### config.mk
export PLATFORM = sky130hd
export DESIGN_NAME = sorted_array_priority_queue_flat
export DESIGN_NICKNAME = d
export VERILOG_FILES = /design/src/hw/rtl/spq_pkg.sv /design/src/hw/rtl/spq_in_if.sv /design/src/hw/rtl/spq_out_if.sv /design/src/hw/rtl/spq_ctrl.sv /design/src/hw/rtl/spq_dp.sv /design/src/hw/rtl/sorted_array_priority_queue.sv /design/src/flat_wrapper.sv
export SDC_FILE = /design/constraint.sdc
export NUM_CORES = 2
export LEC_CHECK = 0
export ABC_AREA = 1
export BUFFER_PORTS_ARGS = -buffer_cell sky130_fd_sc_hd__clkbuf_2
export CAP_MARGIN = 20
export CELL_PAD_IN_SITES_DETAIL_PLACEMENT = 1
export CELL_PAD_IN_SITES_GLOBAL_PLACEMENT = 1
export CORE_MARGIN = 3
export CORE_UTILIZATION = 35
export CTS_BUF_LIST = sky130_fd_sc_hd__clkbuf_2 sky130_fd_sc_hd__clkbuf_4 sky130_fd_sc_hd__clkbuf_8
export CTS_CLUSTER_DIAMETER = 40
export DETAILED_ROUTE_END_ITERATION = 7
export MAX_ROUTING_LAYER = met4
export PLACE_DENSITY = 0.61
export SYNTH_ARGS = -nofsm -noshare
export SYNTH_HDL_FRONTEND = slang
export SYNTH_SLANG_ARGS = --single-unit
### constraint.sdc
create_clock -name i_clk -period 7.6 [get_ports i_clk]
set_input_delay 0.76 -clock i_clk [delete_from_list [all_inputs] [get_ports i_clk]]
set_output_delay 0.76 -clock i_clk [all_outputs]
set_load 0.01 [all_outputs]
### src/hw/rtl/spq_pkg.sv
`timescale 1ns / 1ps
`default_nettype none

package spq_pkg;

    localparam int CAPACITY  = 16;
    localparam int DATA_W    = 32;
    localparam int CNT_W     = $clog2(CAPACITY + 1);
    localparam int IDX_W     = $clog2(CAPACITY);
    localparam int OUT_CNT_W = 5;

    typedef logic signed [DATA_W-1:0] t_data;
    typedef logic [CNT_W-1:0]         t_count;
    typedef logic [IDX_W-1:0]         t_idx;
    typedef logic [OUT_CNT_W-1:0]     t_count_out;

    typedef enum logic [0:0] {
        MODE_ENQ = 1'b0,
        MODE_DEQ = 1'b1
    } t_mode;

    typedef enum logic [1:0] {
        ST_OK    = 2'd0,
        ST_FULL  = 2'd1,
        ST_EMPTY = 2'd2
    } t_status;

    // controller -> datapath
    typedef struct packed {
        logic capture;   // latch the incoming transaction
        logic execute;   // apply it to the store and load the result register
    } t_cmd;

endpackage

`default_nettype wire

### src/hw/rtl/spq_in_if.sv
`timescale 1ns / 1ps
`default_nettype none

interface spq_in_if;
    logic           valid;
    logic           ready;
    spq_pkg::t_mode mode;
    spq_pkg::t_data value;

    modport source (output valid, output mode, output value, input ready);
    modport sink   (input valid, input mode, input value, output ready);
endinterface

`default_nettype wire

### src/hw/rtl/spq_out_if.sv
`timescale 1ns / 1ps
`default_nettype none

interface spq_out_if;
    logic                valid;
    logic                ready;
    spq_pkg::t_data      max_value;
    spq_pkg::t_status    status;
    spq_pkg::t_count_out count_after;
    logic                is_empty;
    logic                is_full;

    modport source (output valid, output max_value, output status, output count_after,
                    output is_empty, output is_full, input ready);
    modport sink   (input valid, input max_value, input status, input count_after,
                    input is_empty, input is_full, output ready);
endinterface

`default_nettype wire

### src/hw/rtl/spq_ctrl.sv
`timescale 1ns / 1ps
`default_nettype none

module spq_ctrl (
    input  logic          i_clk,
    input  logic          i_rst_n,
    input  logic          i_in_valid,
    input  logic          i_out_ready,
    output logic          o_in_ready,
    output logic          o_out_valid,
    output spq_pkg::t_cmd o_cmd
);
    import spq_pkg::*;

    typedef enum logic [0:0] {
        S_IDLE = 1'b0,
        S_EXEC = 1'b1
    } t_state;

    t_state r_state, n_state;
    logic   r_out_valid, n_out_valid;
    logic   can_exec;

    assign o_in_ready  = (r_state == S_IDLE);
    assign o_out_valid = r_out_valid;

    // result register is free, or its transaction completes this cycle
    assign can_exec = !r_out_valid || i_out_ready;

    assign o_cmd.capture = (r_state == S_IDLE) && i_in_valid;
    assign o_cmd.execute = (r_state == S_EXEC) && can_exec;

    always_comb begin
        n_state     = r_state;
        n_out_valid = r_out_valid && !i_out_ready;
        unique case (r_state)
            S_IDLE: begin
                if (i_in_valid) begin
                    n_state = S_EXEC;
                end
            end
            S_EXEC: begin
                if (can_exec) begin
                    n_state     = S_IDLE;
                    n_out_valid = 1'b1;
                end
            end
            default: begin
                n_state = S_IDLE;
            end
        endcase
    end

    always_ff @(posedge i_clk) begin
        if (!i_rst_n) begin
            r_state     <= S_IDLE;
            r_out_valid <= 1'b0;
        end else begin
            r_state     <= n_state;
            r_out_valid <= n_out_valid;
        end
    end

endmodule

`default_nettype wire

### src/hw/rtl/spq_dp.sv
`timescale 1ns / 1ps
`default_nettype none

module spq_dp (
    input  logic                i_clk,
    input  logic                i_rst_n,
    input  spq_pkg::t_cmd       i_cmd,
    input  spq_pkg::t_mode      i_mode,
    input  spq_pkg::t_data      i_value,
    output spq_pkg::t_data      o_max_value,
    output spq_pkg::t_status    o_status,
    output spq_pkg::t_count_out o_count_after,
    output logic                o_is_empty,
    output logic                o_is_full
);
    import spq_pkg::*;

    // transaction latched at accept
    t_mode      r_mode;
    t_data      r_value;

    // sorted store, ascending, one compare cell per entry
    t_data      r_store [CAPACITY];
    t_data      n_store [CAPACITY];
    logic [CAPACITY-1:0] gt;

    t_count     r_count, n_count;
    t_count     cnt_m1;
    t_idx       top_idx;
    logic       now_full, now_empty;
    logic       do_write;

    // result register
    t_data      r_max, n_max;
    t_status    r_status, n_status;
    t_count_out r_cnt_out;
    logic       r_empty, r_full;

    assign now_full  = (r_count == CNT_W'(CAPACITY));
    assign now_empty = (r_count == '0);
    assign cnt_m1    = r_count - 1'b1;
    assign top_idx   = cnt_m1[IDX_W-1:0];

    // gt is monotonic over valid entries: everything above the insertion point shifts up
    for (genvar g = 0; g < CAPACITY; g++) begin : g_cell
        assign gt[g] = (CNT_W'(g) < r_count) && (r_store[g] > r_value);
        if (g == 0) begin : g_bottom
            assign n_store[g] = (gt[g] || (r_count == '0)) ? r_value : r_store[g];
        end else begin : g_upper
            assign n_store[g] = gt[g-1] ? r_store[g-1] :
                                (gt[g] || (CNT_W'(g) == r_count)) ? r_value : r_store[g];
        end
    end

    always_comb begin
        n_count  = r_count;
        n_max    = '0;
        n_status = ST_OK;
        do_write = 1'b0;
        unique case (r_mode)
            MODE_ENQ: begin
                if (now_full) begin
                    n_status = ST_FULL;
                end else begin
                    do_write = 1'b1;
                    n_count  = r_count + 1'b1;
                end
            end
            MODE_DEQ: begin
                if (now_empty) begin
                    n_status = ST_EMPTY;
                end else begin
                    n_count = cnt_m1;
                    n_max   = r_store[top_idx];
                end
            end
            default: begin
                n_status = ST_OK;
            end
        endcase
    end

    always_ff @(posedge i_clk) begin
        if (!i_rst_n) begin
            r_count <= '0;
        end else if (i_cmd.execute) begin
            r_count <= n_count;
        end
    end

    always_ff @(posedge i_clk) begin
        if (i_cmd.capture) begin
            r_mode  <= i_mode;
            r_value <= i_value;
        end
        if (i_cmd.execute) begin
            r_max     <= n_max;
            r_status  <= n_status;
            r_cnt_out <= OUT_CNT_W'(n_count);
            r_empty   <= (n_count == '0);
            r_full    <= (n_count == CNT_W'(CAPACITY));
            if (do_write) begin
                for (int i = 0; i < CAPACITY; i++) begin
                    r_store[i] <= n_store[i];
                end
            end
        end
    end

    assign o_max_value   = r_max;
    assign o_status      = r_status;
    assign o_count_after = r_cnt_out;
    assign o_is_empty    = r_empty;
    assign o_is_full     = r_full;

endmodule

`default_nettype wire

### src/hw/rtl/sorted_array_priority_queue.sv
// Max priority queue over signed 32-bit values, kept in an ascending sorted store.
// Input channel (i_in): mode 0 enqueues value, mode 1 dequeues the largest entry.
// Output channel (o_out): one result per input transaction with the removed maximum
// (0 unless a dequeue succeeded), status (ok / enqueue dropped on full / dequeue on
// empty), the count afterwards and empty/full flags.
// Timing: a transaction is captured when accepted and applied in the controller's execute
// step, which loads the result register; the input is not ready again until that step is
// done. An insertion is done at once by a compare cell per store entry that shifts larger
// entries up.
// Stall: the result stays in the output register until taken; the next transaction
// may be accepted meanwhile, but its execute step waits for the register to empty,
// and the input is not ready during that wait.
// Reset (synchronous, active low): the queue becomes empty and no result is pending;
// store contents are left as they are and are never read before being written.
// Equal values: a newly enqueued value leaves before earlier equal ones.
`timescale 1ns / 1ps
`default_nettype none

module sorted_array_priority_queue (
    input  logic      i_clk,
    input  logic      i_rst_n,
    spq_in_if.sink    i_in,
    spq_out_if.source o_out
);
    import spq_pkg::*;

    t_cmd cmd;

    spq_ctrl u_ctrl (
        .i_clk       (i_clk),
        .i_rst_n     (i_rst_n),
        .i_in_valid  (i_in.valid),
        .i_out_ready (o_out.ready),
        .o_in_ready  (i_in.ready),
        .o_out_valid (o_out.valid),
        .o_cmd       (cmd)
    );

    spq_dp u_dp (
        .i_clk         (i_clk),
        .i_rst_n       (i_rst_n),
        .i_cmd         (cmd),
        .i_mode        (i_in.mode),
        .i_value       (i_in.value),
        .o_max_value   (o_out.max_value),
        .o_status      (o_out.status),
        .o_count_after (o_out.count_after),
        .o_is_empty    (o_out.is_empty),
        .o_is_full     (o_out.is_full)
    );

endmodule

`default_nettype wire

### src/flat_wrapper.sv
// flat-port wrapper written by rule: the top's interface ports become plain ports
module sorted_array_priority_queue_flat import spq_pkg::*;
  (i_clk, i_rst_n, i_in_valid, i_in_mode, i_in_value, i_in_ready, o_out_valid, o_out_max_value, o_out_status, o_out_count_after, o_out_is_empty, o_out_is_full, o_out_ready);
  spq_in_if i_in_i ();
  spq_out_if o_out_i ();
  input  logic i_clk;
  input  logic i_rst_n;
  input wire logic [$bits(i_in_i.valid)-1:0] i_in_valid;
  input wire logic [$bits(i_in_i.mode)-1:0] i_in_mode;
  input wire logic [$bits(i_in_i.value)-1:0] i_in_value;
  output wire logic [$bits(i_in_i.ready)-1:0] i_in_ready;
  output wire logic [$bits(o_out_i.valid)-1:0] o_out_valid;
  output wire logic [$bits(o_out_i.max_value)-1:0] o_out_max_value;
  output wire logic [$bits(o_out_i.status)-1:0] o_out_status;
  output wire logic [$bits(o_out_i.count_after)-1:0] o_out_count_after;
  output wire logic [$bits(o_out_i.is_empty)-1:0] o_out_is_empty;
  output wire logic [$bits(o_out_i.is_full)-1:0] o_out_is_full;
  input wire logic [$bits(o_out_i.ready)-1:0] o_out_ready;
  assign i_in_i.valid = i_in_valid;
  assign i_in_i.mode = i_in_mode;
  assign i_in_i.value = i_in_value;
  assign i_in_ready = i_in_i.ready;
  assign o_out_valid = o_out_i.valid;
  assign o_out_max_value = o_out_i.max_value;
  assign o_out_status = o_out_i.status;
  assign o_out_count_after = o_out_i.count_after;
  assign o_out_is_empty = o_out_i.is_empty;
  assign o_out_is_full = o_out_i.is_full;
  assign o_out_i.ready = o_out_ready;
  sorted_array_priority_queue u_core (.i_clk(i_clk), .i_rst_n(i_rst_n), .i_in(i_in_i), .o_out(o_out_i));
endmodule
**Word level (Yosys, flattened, before mapping)**

Memory sizes are Yosys's and may differ from the RTL's. A register that Yosys moved wholly into a read port is not among the register bits.
Cells that the tools add are included.
W data, S select, Z words.

- Add/subtract/negate cells: 2
- Muxes and demuxes: 47
- $lt $le $gt $ge: 32
- Reduce and logical (&&, ||, !) cells: 41
- Equal/unequal tests: 17
- Bitwise operators: 2

Operator list:

| operator | count |
|---|---|
| $mux W32 | 31 |
| $gt A32 B32 Y1 | 16 |
| $eq A4 B5 Y1 const A | 8 |
| $lt A4 B5 Y1 const A | 8 |
| $eq A3 B5 Y1 const A | 4 |
| $lt A3 B5 Y1 const A | 4 |
| $logic_and A1 B1 Y1 | 19 |
| $logic_or A1 B1 Y1 | 17 |
| $eq A2 B5 Y1 const A | 2 |
| $eq A5 B5 Y1 const B | 2 |
| $logic_not A5 Y1 | 2 |
| $lt A1 B5 Y1 const A | 2 |
| $lt A2 B5 Y1 const A | 2 |
| $mux W1 | 10 |
| $mux W5 | 2 |
| $pmux W5 S2 | 1 |
| $add A5 B1 Y5 const B | 1 |
| $eq A1 B5 Y1 const A | 1 |
| $sub A5 B1 Y5 const B | 1 |
| $pmux W2 S2 | 1 |
| $logic_not A1 Y1 | 2 |
| $mux W2 | 1 |
| $not A1 Y1 | 2 |
| $pmux W1 S2 | 1 |
| $reduce_or A2 Y1 | 1 |

- Input port bits: 37
- Logic and storage cells: 151
- Memory bits (writable): 512
- Output and inout port bits: 43
- Memories: 1
- Register bits after elaboration: 49

Memories:

| name | depth | bits a word | read ports | clocked after Yosys merged registers in | wr ports | RTL line | RTL |
|---|---|---|---|---|---|---|---|
| u_core.u_dp.r_store | 16 | 32 | 17 | 1 | 16 | spq_dp.sv:23 | `t_data r_store [CAPACITY];` |

**Longest topological paths before layout**

- Word-level depth: 6
- Depth in mapped cells: 19
- Mapped depth without buffers: 18

**Modules after synthesis**

A second synthesis with hierarchy kept.

- Cell total of the unflattened synthesis: 4632
- Area, all modules: 40717.8 µm²

By module, submodules not included:

| module | sequential area each (µm²) | area each (µm²) | instances | cells each |
|---|---|---|---|---|
| spq_dp | 17697.0 | 40634.0 | 1 | 4621 |
| spq_ctrl | 40.0 | 83.8 | 1 | 11 |

**Least setup slack after synthesis**

OpenSTA, ideal clock, no wires.

- Path kind: register -> register
- Start: register, netlist name u_core.u_dp.r_value[15]
- End: memory u_core.u_dp.r_store[0][0] (netlist bit) (enable)
- Cell stages (with the launch flop): 17
- Period minus slack after synthesis: 4619 ps
- Setup time: 430 ps
- Arrival time: 4189 ps
- Setup slack: 2981 ps
- Data required time: 7170 ps
- Path buffers: 2
- Path through: edfxtp_1 clkbuf_1 clkinv_1 ha_1 nand2_1 nor2_1 nand2_1 nor3_2 nand2_1 nand3_1 nand2_1 nand2_1 nand2_1 nand2_1 nand2_2 buf_2 a21boi_1

RTL lines:

| element | RTL line |
|---|---|
| to (decl) | spq_dp.sv:23 |

==> impl_metrics.toml <==
[status]
outcome = "completed"

[detailed_routing]
first_pass_iters = 6
antenna_left = 0
viasPerCell = 5.57
wl_mm = 156
drc = 0
dr_total_vias = 35300
wl_per_cell_um = 24.7
drt_iter0_drc = 3192

[run]
cap_viol_max_count = 0

[floorplanning]
initial_utilization_pct = 35.5
die-area_um2 = 119000
core_area_um2 = 113000
num_rows = 123
die_y_um = 345
die_w_um = 345
top_level_ports = 80

[place]
hpwl_mm = 114
gp_congestion = 0.908
placed_cells = 6067
port_buffers = 79

[global_routing]
gr-usage-all-layers_pct = 26.4
grt_pass1_vias = 35700
grt_max_degree = 98
antenna_found_initial = 3
top_usage_layer = "met2"
grt_overflow = 0
use_met1_pct = 37.4
grt_pass1_wl_mm = 232
met3_usage_pct = 4.43
grt_use_met2_pct = 38.9

[synthesis]
synth_most_common_cell = "nand2_1"
netlist_instances = 4642
avgSynthCellArea_um2 = 8.68
synth_area_leaders = "edfxtp_1 (44%), ha_1 (16%), a21oi_1 (7.7%)"
ys_async_sr_fraction_pct = 0
syn_area_um2 = 40300
ys_warn_count = 0
synth.distinct_cells = 44
synth_top_area_share_pct = 43.7
syn_nets = 5196
synth_commonest_cells = "nand2_1 (763), a21oi_1 (621), edfxtp_1 (586)"
synth_top_area_cell = "edfxtp_1"
synth-edff-count = 586
dominantRegCellSynth = "edfxtp_1"
ys_ff_latch = 593
synth_seq_area_share_pct = 44.0

[clocking]
ctsResizeCount = 0
post_cts_buffers = 0
clkTransAtPathRegs_ps = 60
cts_hold_buf = 0
cts.path.max_buffers = 3
root_buffer = "clkbuf_8"
tritoncts = "done"
clock-sinks = 593
cts_buffers = 151
h-tree-depth = 4
clk_latency_ps = 840

[timing]
hold_slack_ps = 110
setup-tns-final_ps = 0
max_freq_mhz = 173
fin_crit_sh_pct = 76.0
setup_viol = 0
relSlewSlack_pct = 29.1
rsz0062_at_grt = "no"
slew_violations = 0
period_minus_slack_ps = 5780
worst_pin_slew_ps = 1060
fin_worst_skew_ps = 35.6
hold_viol = 0

[worst_setup_path]
crit_path_max_fanout = 34
required_ps = 8080
critPathKind = "reg -> reg"
cp-start-kind = "flop"
endpoint_kind = "flop"
crit_arrival_ps = 6260

[power_and_ir_drop]
p_leak_nw = 19.6
ir_worst_vdd_mv = 0.132
powerDensity_nw_per_um2 = 228

[final_layout]
final_cells = 6345
drive_gt1_share_pct = 9.68
seq_area_um2 = 17700
multi_input_area_um2 = 20100
fillers = 13200
syn2layout_area_growth_pct = 13.7
final_nets = 5274

[hold_path]
hp-class = "in -> reg"
cell families after synthesis:
family,count (synthesis),share of synthesized area [%]
AOI/OAI and AO/OA,1422,18.8
xor gates and xnor gates,5,0.109
adders and majority gates,517,16.1
buffers and inverters,622,6.26
DFF,593,44.0
and+or+nand+nor,1483,14.7
cells in the final DEF, fill, tap and decap left out, types with 79 or more instances in the layout:
cell	count
nand2_1	763
a21oi_1	621
edfxtp_1	586
o21ai_0	575
nor2_1	549
ha_1	516
inv_1	333
clkbuf_8	156
buf_4	91
clkbuf_2	79
layout make-up:
| cell class | count | area share (%) |
|---|---|---|
| Antenna cell | 2 | 0.0109 |
| Timing Repair Buffer | 170 | 2.35 |
| Clock inverter | 101 | 2.75 |
| Sequential cell | 593 | 38.7 |
| Multi-Input combinational cell | 3427 | 44.0 |
| Inverter | 377 | 3.09 |
| Tap cell | 1500 | 4.10 |
| Clock buffer | 175 | 5.00 |
metrics by stage:
| stage | util [%] | total power [mW] | worst slack, ps | area, um^2 |
|---|---|---|---|---|
| 2_1_floorplan | - | 4.93 | 2980 | 40300 |
| 3_3_place_gp | 37.3 | 5.62 | 2050 | 42300 |
| 3_5_place_dp | 37.3 | 5.66 | 1940 | 42300 |
| 4_1_cts | 40.4 | 10.5 | 1920 | 45800 |
| 5_1_grt | 40.4 | 10.9 | 1490 | 45800 |
| 6_report | 40.4 | 10.4 | 1820 | 45800 |
per-layer routing:
| layer | up-vias | share of wire (%) | wire length (um) |
|---|---|---|---|
| li1 | 16600 | - | - |
| met4 | 0 | 2.4 | 3770 |
| met5 | - | 0 | 0 |
| met2 | 1057 | 44 | 68100 |
| met3 | 212 | 6.3 | 9830 |
| met1 | 17500 | 48 | 74800 |
critical path: stages (launching register included):
cell and delay, ps:
edfxtp_1 630, clkinv_1 940, ha_1 700, nand2_1 70
nor2_1 140, nand2_1 80, nor3_2 240, nand2_1 90
nand3_1 150, nand2_1 90, nand2_1 80, nand2_1 50
nand2_1 180, nand2_2 500, nand3_1 240, nand2_1 70
inv_1 690, buf_4 440
where the power goes:
group          switching (mW)  internal (mW)
logic                    1.30          0.503
registers              0.0951           3.73
clock network            1.78           3.03
total                    3.18           7.26
flip-flops by register name, indices dropped and copies added (netlist names):
name / cells
u_core.u_dp.o_max_value: 32
u_core.u_dp.r_value: 32
u_core.u_dp.o_status: 2
u_core.u_dp.r_store: 512
u_core.u_ctrl.o_out_valid: 1
u_core.u_dp.o_is_empty: 1
u_core.u_ctrl.r_state: 1
u_core.u_dp.o_count_after: 5
u_core.u_dp.r_mode: 1
u_core.u_dp.o_is_full: 1
u_core.u_dp.r_count: 5
worst paths after layout:
| kind | startpoint | endpoint | slack [ps] | cells past startpoint |
|---|---|---|---|---|
| setup / recovery | u_core.u_dp.r_value[11] | u_core.u_dp.r_store[1][24] | 1820 | 17 |
| hold / removal | i_in_value[19] | u_core.u_dp.r_value[19] | 110 | 1 |
| setup reg to reg | u_core.u_dp.r_value[11] | u_core.u_dp.r_store[1][24] | 1820 | 17 |
| hold reg to reg | u_core.u_ctrl.o_out_valid | u_core.u_ctrl.o_out_valid | 520 | 2 |
Power figures use the tool's default switching activity.
